[src/design/fmb_pkg.sv]
// Shared types, constants and the auto duty table for the fan mode controller.
`default_nettype none

package fmb_pkg;

  typedef enum logic [1:0] {
    REG_PERIOD_TOP        = 2'd0,
    REG_DEBOUNCE_MS       = 2'd1,
    REG_LONG_HOLD_MS      = 2'd2,
    REG_BUTTON_ACTIVE_LOW = 2'd3
  } reg_idx_t;

  typedef enum logic {
    CMD_POLL = 1'b0,
    CMD_TEMP = 1'b1
  } cmd_t;

  localparam logic [15:0] PERIOD_TOP_RST        = 16'd999;
  localparam logic [7:0]  DEBOUNCE_MS_RST       = 8'd20;
  localparam logic [15:0] LONG_HOLD_MS_RST      = 16'd1500;
  localparam logic        BUTTON_ACTIVE_LOW_RST = 1'b1;

  localparam logic signed [7:0] TEMP_LOW  = 8'sd32;
  localparam logic signed [7:0] TEMP_HIGH = 8'sd38;
  localparam logic [6:0] DUTY_OFF  = 7'd0;
  localparam logic [6:0] DUTY_FULL = 7'd100;

  localparam int PROD_W      = 23;
  localparam int CMP_W       = 17;
  localparam int DIV100_SH   = 30;
  localparam logic [23:0] DIV100_MUL = 24'd10737419;

  typedef struct packed {
    logic [15:0] period_top;
    logic [7:0]  debounce_ms;
    logic [15:0] long_hold_ms;
    logic        button_active_low;
  } cfg_t;

  typedef struct packed {
    logic [PROD_W-1:0] product;
    logic [6:0]        duty;
    logic              mode_manual;
    logic              manual_is_on;
    logic              button_stable;
  } stage_t;

  function automatic logic [6:0] auto_duty(input logic signed [7:0] t);
    logic [6:0] d;
    if (t <= TEMP_LOW) begin
      d = DUTY_OFF;
    end else if (t >= TEMP_HIGH) begin
      d = DUTY_FULL;
    end else begin
      case (t[2:0])
        3'd1:    d = 7'd58;
        3'd2:    d = 7'd66;
        3'd3:    d = 7'd75;
        3'd4:    d = 7'd83;
        default: d = 7'd91;
      endcase
    end
    return d;
  endfunction

endpackage

`default_nettype wire

[src/design/fmb_ctrl.sv]
// Button debounce, press tracking, mode and duty state, and the compare product stage.
`default_nettype none

module fmb_ctrl
  import fmb_pkg::*;
(
  input  wire logic              clk,
  input  wire logic              rst,
  input  wire cfg_t              cfg,
  input  wire logic              accept,
  input  wire logic              cmd,
  input  wire logic [31:0]       now_ms,
  input  wire logic              button_pin,
  input  wire logic signed [7:0] temp_c,
  input  wire logic              temp_valid,
  input  wire logic              take,
  output logic                   stage_valid,
  output stage_t                 stage
);

  logic        stable_level, stable_level_next;
  logic [31:0] edge_time, edge_time_next;
  logic        press_active, press_active_next;
  logic [31:0] press_start_time, press_start_time_next;
  logic        long_consumed, long_consumed_next;
  logic        mode, mode_next;
  logic        manual_on, manual_on_next;
  logic [6:0]  duty, duty_next;

  logic        raw;
  logic [31:0] edge_diff;
  logic [31:0] hold_diff;
  logic [16:0] period_plus;
  logic [23:0] product_full;

  always_comb begin
    raw                   = cfg.button_active_low ? ~button_pin : button_pin;
    stable_level_next     = stable_level;
    edge_time_next        = edge_time;
    press_active_next     = press_active;
    press_start_time_next = press_start_time;
    long_consumed_next    = long_consumed;
    mode_next             = mode;
    manual_on_next        = manual_on;
    duty_next             = duty;
    edge_diff             = now_ms - edge_time;
    hold_diff             = 32'd0;

    if (cmd == CMD_POLL) begin
      if (raw != stable_level) begin
        if (edge_diff >= {24'd0, cfg.debounce_ms}) begin
          stable_level_next = raw;
          edge_time_next    = now_ms;
        end
      end else begin
        edge_time_next = now_ms;
      end

      if (!stable_level_next) begin
        long_consumed_next = 1'b0;
      end

      if (stable_level_next && !press_active && !long_consumed_next) begin
        press_active_next     = 1'b1;
        press_start_time_next = now_ms;
      end

      hold_diff = now_ms - press_start_time_next;
      if (press_active_next) begin
        if (stable_level_next && hold_diff >= {16'd0, cfg.long_hold_ms}) begin
          mode_next          = 1'b0;
          press_active_next  = 1'b0;
          long_consumed_next = 1'b1;
        end else if (!stable_level_next) begin
          mode_next         = 1'b1;
          manual_on_next    = ~manual_on;
          press_active_next = 1'b0;
        end
      end
    end else begin
      if (mode) begin
        duty_next = manual_on ? DUTY_FULL : DUTY_OFF;
      end else begin
        duty_next = temp_valid ? auto_duty(temp_c) : DUTY_OFF;
      end
    end

    period_plus  = {1'b0, cfg.period_top} + 17'd1;
    product_full = {7'd0, period_plus} * {17'd0, duty_next};
  end

  always_ff @(posedge clk) begin
    if (rst) begin
      stable_level     <= 1'b0;
      edge_time        <= 32'd0;
      press_active     <= 1'b0;
      press_start_time <= 32'd0;
      long_consumed    <= 1'b0;
      mode             <= 1'b0;
      manual_on        <= 1'b0;
      duty             <= DUTY_OFF;
    end else if (accept) begin
      stable_level     <= stable_level_next;
      edge_time        <= edge_time_next;
      press_active     <= press_active_next;
      press_start_time <= press_start_time_next;
      long_consumed    <= long_consumed_next;
      mode             <= mode_next;
      manual_on        <= manual_on_next;
      duty             <= duty_next;
    end
  end

  always_ff @(posedge clk) begin
    if (rst) begin
      stage_valid <= 1'b0;
    end else if (accept) begin
      stage_valid <= 1'b1;
    end else if (take) begin
      stage_valid <= 1'b0;
    end
  end

  always_ff @(posedge clk) begin
    if (accept) begin
      stage.product       <= product_full[PROD_W-1:0];
      stage.duty          <= duty_next;
      stage.mode_manual   <= mode_next;
      stage.manual_is_on  <= manual_on_next;
      stage.button_stable <= stable_level_next;
    end
  end

endmodule

`default_nettype wire

[src/design/fmb_div100.sv]
// Divide-by-100 of the compare product and the result register.
`default_nettype none

module fmb_div100
  import fmb_pkg::*;
(
  input  wire logic             clk,
  input  wire logic             rst,
  input  wire logic             stage_valid,
  input  wire stage_t           stage,
  output logic                  take,
  output logic                  out_valid,
  input  wire logic             out_ready,
  output logic [6:0]            duty_pct,
  output logic [CMP_W-1:0]      compare_value,
  output logic                  mode_manual,
  output logic                  manual_is_on,
  output logic                  button_stable
);

  logic [PROD_W+23:0] scaled;
  logic               load;

  always_comb begin
    scaled = {24'd0, stage.product} * {{PROD_W{1'b0}}, DIV100_MUL};
    load   = !out_valid || out_ready;
    take   = stage_valid && load;
  end

  always_ff @(posedge clk) begin
    if (rst) begin
      out_valid <= 1'b0;
    end else if (load) begin
      out_valid <= stage_valid;
    end
  end

  always_ff @(posedge clk) begin
    if (take) begin
      duty_pct      <= stage.duty;
      compare_value <= scaled[DIV100_SH+CMP_W-1:DIV100_SH];
      mode_manual   <= stage.mode_manual;
      manual_is_on  <= stage.manual_is_on;
      button_stable <= stage.button_stable;
    end
  end

endmodule

`default_nettype wire

[src/design/fan_mode_button_and_temp_duty.sv]
// Top level of the fan controller: configuration registers, state stage and result stage.
//
//   channel | handshake            | payload
//   cfg     | cfg_valid/cfg_ready  | cfg_index, cfg_data
//   in      | in_valid/in_ready    | cmd, now_ms, button_pin, temp_c, temp_valid
//   out     | out_valid/out_ready  | duty_pct, compare_value, mode_manual,
//           |                      | manual_is_on, button_stable
//
// One item per cycle unless the output stalls; items pass the stage and output registers.
// The first stage updates button and duty state and forms (period_top+1)*duty; the
// second divides by 100 with a reciprocal multiply into the output register.
// A stalled output holds both stages; in_ready drops only when both are full.
// Synchronous reset restores config, button and duty state and valid flags, not payloads.
`default_nettype none

module fan_mode_button_and_temp_duty
  import fmb_pkg::*;
(
  input  wire logic              clk,
  input  wire logic              rst,
  input  wire logic              cfg_valid,
  output logic                   cfg_ready,
  input  wire logic [1:0]        cfg_index,
  input  wire logic [15:0]       cfg_data,
  input  wire logic              in_valid,
  output logic                   in_ready,
  input  wire logic              cmd,
  input  wire logic [31:0]       now_ms,
  input  wire logic              button_pin,
  input  wire logic signed [7:0] temp_c,
  input  wire logic              temp_valid,
  output logic                   out_valid,
  input  wire logic              out_ready,
  output logic [6:0]             duty_pct,
  output logic [CMP_W-1:0]       compare_value,
  output logic                   mode_manual,
  output logic                   manual_is_on,
  output logic                   button_stable
);

  cfg_t   cfg;
  stage_t stage;
  logic   stage_valid;
  logic   take;
  logic   accept;

  assign cfg_ready = 1'b1;
  assign in_ready  = !stage_valid || take;
  assign accept    = in_valid && in_ready;

  always_ff @(posedge clk) begin
    if (rst) begin
      cfg.period_top        <= PERIOD_TOP_RST;
      cfg.debounce_ms       <= DEBOUNCE_MS_RST;
      cfg.long_hold_ms      <= LONG_HOLD_MS_RST;
      cfg.button_active_low <= BUTTON_ACTIVE_LOW_RST;
    end else if (cfg_valid) begin
      unique case (reg_idx_t'(cfg_index))
        REG_PERIOD_TOP:        cfg.period_top        <= cfg_data;
        REG_DEBOUNCE_MS:       cfg.debounce_ms       <= cfg_data[7:0];
        REG_LONG_HOLD_MS:      cfg.long_hold_ms      <= cfg_data;
        REG_BUTTON_ACTIVE_LOW: cfg.button_active_low <= cfg_data[0];
        default: ;
      endcase
    end
  end

  fmb_ctrl u_ctrl (
    .clk         (clk),
    .rst         (rst),
    .cfg         (cfg),
    .accept      (accept),
    .cmd         (cmd),
    .now_ms      (now_ms),
    .button_pin  (button_pin),
    .temp_c      (temp_c),
    .temp_valid  (temp_valid),
    .take        (take),
    .stage_valid (stage_valid),
    .stage       (stage)
  );

  fmb_div100 u_div100 (
    .clk           (clk),
    .rst           (rst),
    .stage_valid   (stage_valid),
    .stage         (stage),
    .take          (take),
    .out_valid     (out_valid),
    .out_ready     (out_ready),
    .duty_pct      (duty_pct),
    .compare_value (compare_value),
    .mode_manual   (mode_manual),
    .manual_is_on  (manual_is_on),
    .button_stable (button_stable)
  );

  a_duty_range: assert property (@(posedge clk) disable iff (rst)
    out_valid |-> duty_pct <= DUTY_FULL)
    else $error("duty above 100 percent");

  a_cmp_range: assert property (@(posedge clk) disable iff (rst)
    out_valid |-> compare_value <= 17'd65536)
    else $error("compare value out of range");

  a_cmp_zero: assert property (@(posedge clk) disable iff (rst)
    out_valid && duty_pct == DUTY_OFF |-> compare_value == 17'd0)
    else $error("nonzero compare value at zero duty");

  a_accept_stage: assert property (@(posedge clk) disable iff (rst)
    accept |=> stage_valid)
    else $error("accepted item missing from first stage");

endmodule

`default_nettype wire

[config.mk]
export PLATFORM = sky130hd
export DESIGN_NAME = fan_mode_button_and_temp_duty
export DESIGN_NICKNAME = d
export VERILOG_FILES = /design/src/design/fmb_pkg.sv /design/src/design/fmb_ctrl.sv /design/src/design/fmb_div100.sv /design/src/design/fan_mode_button_and_temp_duty.sv
export SDC_FILE = /design/constraint.sdc
export NUM_CORES = 1
export LEC_CHECK = 0
export CELL_PAD_IN_SITES_DETAIL_PLACEMENT = 1
export CELL_PAD_IN_SITES_GLOBAL_PLACEMENT = 1
export CORE_AREA = 2 2 198 249
export CTS_CLUSTER_DIAMETER = 30
export DETAILED_ROUTE_END_ITERATION = 16
export DIE_AREA = 0 0 200 251
export DONT_BUFFER_PORTS = 1
export GPL_ROUTABILITY_DRIVEN = 0
export GPL_TIMING_DRIVEN = 0
export PLACE_DENSITY_LB_ADDON = 0.1
export SLEW_MARGIN = 20
export SYNTH_ARGS = -nofsm -noshare
export SYNTH_HDL_FRONTEND = slang
export SYNTH_SLANG_ARGS = --single-unit
export TNS_END_PERCENT = 1
[constraint.sdc]
create_clock -name clk -period 26.8 [get_ports clk]
set_input_delay 2.68 -clock clk [delete_from_list [all_inputs] [get_ports clk]]
set_output_delay 2.68 -clock clk [all_outputs]
set_load 0.05 [all_outputs]
==> impl_metrics.py <==
metrics = {
    "sta": {
        "hold_ws_ns": 0.428,
        "skew_ns": 0.0225,
        "setup_ws_ns": 13.22,
        "rsz0062_at_grt": "no",
        "setup_tns_ns": 0,
        "fin_crit_ns": 13.58,
        "maxSlewViolCount": 0,
        "hold_viol": 0,
        "max_freq_mhz": 73.6,
        "fin_crit_sh": 0.507,
        "slew_headroom": 0.315,
        "tightest_slew_ns": 1.02,
        "setup_viol_count_final": 0,
    },
    "final_layout": {
        "diodes": 0,
        "fin_util": 0.525,
        "finalNetCount": 3313,
        "layout-drive-gt1-share": 0.0240,
        "area_delta_synth_final_pct": 6.23,
    },
    "clock_tree": {
        "numCtsBuffers": 17,
        "clock-sinks": 179,
        "clk_pin_slew_ns": 0.09,
        "clk_path_buf_depth": 2,
        "cts_tree": "done",
        "post_cts_resized": 0,
        "cts_setup_buffers": 0,
        "root_buffer": "clkbuf_16",
        "htree_levels": 4,
        "hold_buffers": 0,
        "clock_latency_ns": 0.48,
    },
    "synth": {
        "yosysTopAreaCell": "fa_1",
        "syn-cell-area_um2": 23600,
        "synth_area_leaders": "fa_1 (23%), ha_1 (19%), dfxtp_1 (10%), edfxtp_1 (7.6%), inv_1 (7.6%)",
        "ys.flop_type": "dfxtp_1",
        "synth_warnings": 0,
        "avgSynthCellArea_um2": 9.12,
        "netlist_instances": 2592,
        "synth_top_area_frac": 0.229,
        "synth_edf_count": 60,
        "ys_ff_latch": 179,
        "synth_most_common_cell": "inv_1",
        "synth_cell_types": 85,
        "async_flop_share": 0,
        "synth_nets": 3292,
        "seq_area_frac_synth": 0.177,
        "ys_top_cells_by_count": "inv_1 (477), ha_1 (363), fa_1 (271)",
    },
    "die": {
        "die-height_um": 251,
        "ios": 96,
        "dieArea_um2": 50200,
        "fp-row-count": 90,
        "coreArea_um2": 47900,
        "die_w_um": 200,
        "initial_core_util": 0.494,
    },
    "place": {
        "pre_cts_ws_ns": 12.88,
        "port_buffers": 0,
        "dp_hpwl_um": 59700,
    },
    "worst_setup_path": {
        "crit_path_start_kind": "input port",
        "cpMostUsedCell": "o21ai_0",
        "crit_arrival_ns": 13.90,
        "max_stage_delay_ns": 0.77,
        "path_class": "in2reg",
        "path_max_fanout": 10,
        "slowest_stage": "clkbuf_1",
        "cp-end-kind": "flop",
        "critPathRequiredTime_ns": 27.12,
    },
    "job": {
        "max_cap_violations": 0,
    },
    "grt": {
        "grt_antenna_before_repair": 1,
        "grt-ovfl-total": 0,
        "grt_max_degree": 23,
        "grt_pass1_vias": 21100,
        "track_usage": 0.290,
        "grt_pass1_wl_um": 111000,
    },
    "route": {
        "route.detailed.drc": 0,
        "vias_per_cell": 5.65,
        "antenna_left": 0,
        "num_vias": 18500,
        "first_pass_iters": 5,
        "routed_wirelength_um": 69400,
        "drt_iter0_drc": 653,
        "wl_per_cell_um": 21.2,
    },
    "run_status": {
        "status": "finished clean",
    },
    "min_path": {
        "hold_class": "reg2reg",
    },
}
worst max-delay path: cells and delay by family:
kind | cells | cell delay [ns]
simple gates | 14 | 3.92
compound gates | 20 | 4.75
fa+ha+maj | 5 | 1.42
buf+inv | 2 | 0.87
xor+xnor | 2 | 0.25
placed cells by master (no fill, tap or decap), types with 7 or more instances in the layout:
cell       Yosys  final
clkbuf_16      0     17
nor3_1        16     16
a21oi_1      130    130
and2_1        20     20
fa_1         271    271
inv_1        477    477
a21o_1        55     55
o211ai_1       8      8
o21ai_0       52     52
edfxtp_1      60     60
o21a_1        20     20
nand4_1       20     20
a31oi_1       12     12
mux2i_1       73     73
ha_1         363    363
xnor2_1       60     60
a211oi_1      37     37
nand2_1      223    223
nand3_1       37     37
or3_1         10     10
dfxtp_1      119    119
clkbuf_1      57     56
and3_1        19     19
nand2b_1      27     27
xor2_1        33     33
nand3b_1      16     16
o21bai_1      18     18
nor2_1       189    189
o22ai_1        7      7
nor2b_1       30     29
kinds of logic after synthesis:
kind of cell	Yosys count	share of synthesized area
other	1	0.000159
xor gates and xnor gates	93	0.0344
and+or+nand+nor	647	0.129
muxes	77	0.0328
adders and majority gates	636	0.422
buffers and inverters	541	0.0862
AOI/OAI and AO/OA	418	0.118
DFF	179	0.177
flip-flops by register name (all words and copies together), names as in the netlist, 7 cells and up:
signal and flops:
u_ctrl.duty 7, u_div100.compare_value 17, u_ctrl.press_start_time 32, u_div100.duty_pct 7
u_ctrl.stage 33, cfg 41, u_ctrl.edge_time 32
stage by stage:
step,cells,area [um^2]
5_1_grt,3270,25100
4_1_cts,3270,25100
3_5_place_dp,3238,24500
6_report,3270,25100
3_3_place_gp,3236,24500
2_1_floorplan,2592,23600
per-layer routing:
layer  wire length, um  share of wire  vias to the layer above  track usage
li1                  -              -                     8643            -
met1             24700           0.36                     9301        0.285
met2             38700           0.56                      333        0.570
met3              1550          0.022                      194       0.0298
met4              4470          0.064                        2        0.175
met5                16        0.00023                        -            0
final timing paths:
path	start	slack, ns	end	cells after the start
setup / recovery	now_ms[0]	13.22	u_ctrl.stage[2]$_DFFE_PP_	43
setup reg to reg	u_ctrl.edge_time[2]$_SDFFE_PP0P_	15.05	u_ctrl.stage[2]$_DFFE_PP_	43
hold / removal	u_ctrl.stage[5]$_DFFE_PP_	0.43	u_div100.duty_pct[2]$_DFFE_PP_	0
hold reg to reg	u_ctrl.stage[5]$_DFFE_PP_	0.43	u_div100.duty_pct[2]$_DFFE_PP_	0
layout make-up:
type / instances / area (um^2)
clock buffers: 18 / 439
inverters: 477 / 1790
clock inverters: 14 / 164
well taps: 644 / 806
flip-flops and latches: 179 / 4180
repair buffers: 2 / 47.5
fillers: 5592 / 22700
plain buffers: 64 / 250
multi-input cells: 1872 / 17400
Power is left out: the tool's default activity adds up to more than one toggle a clock period on the data nets, which glitch-free logic cannot reach.
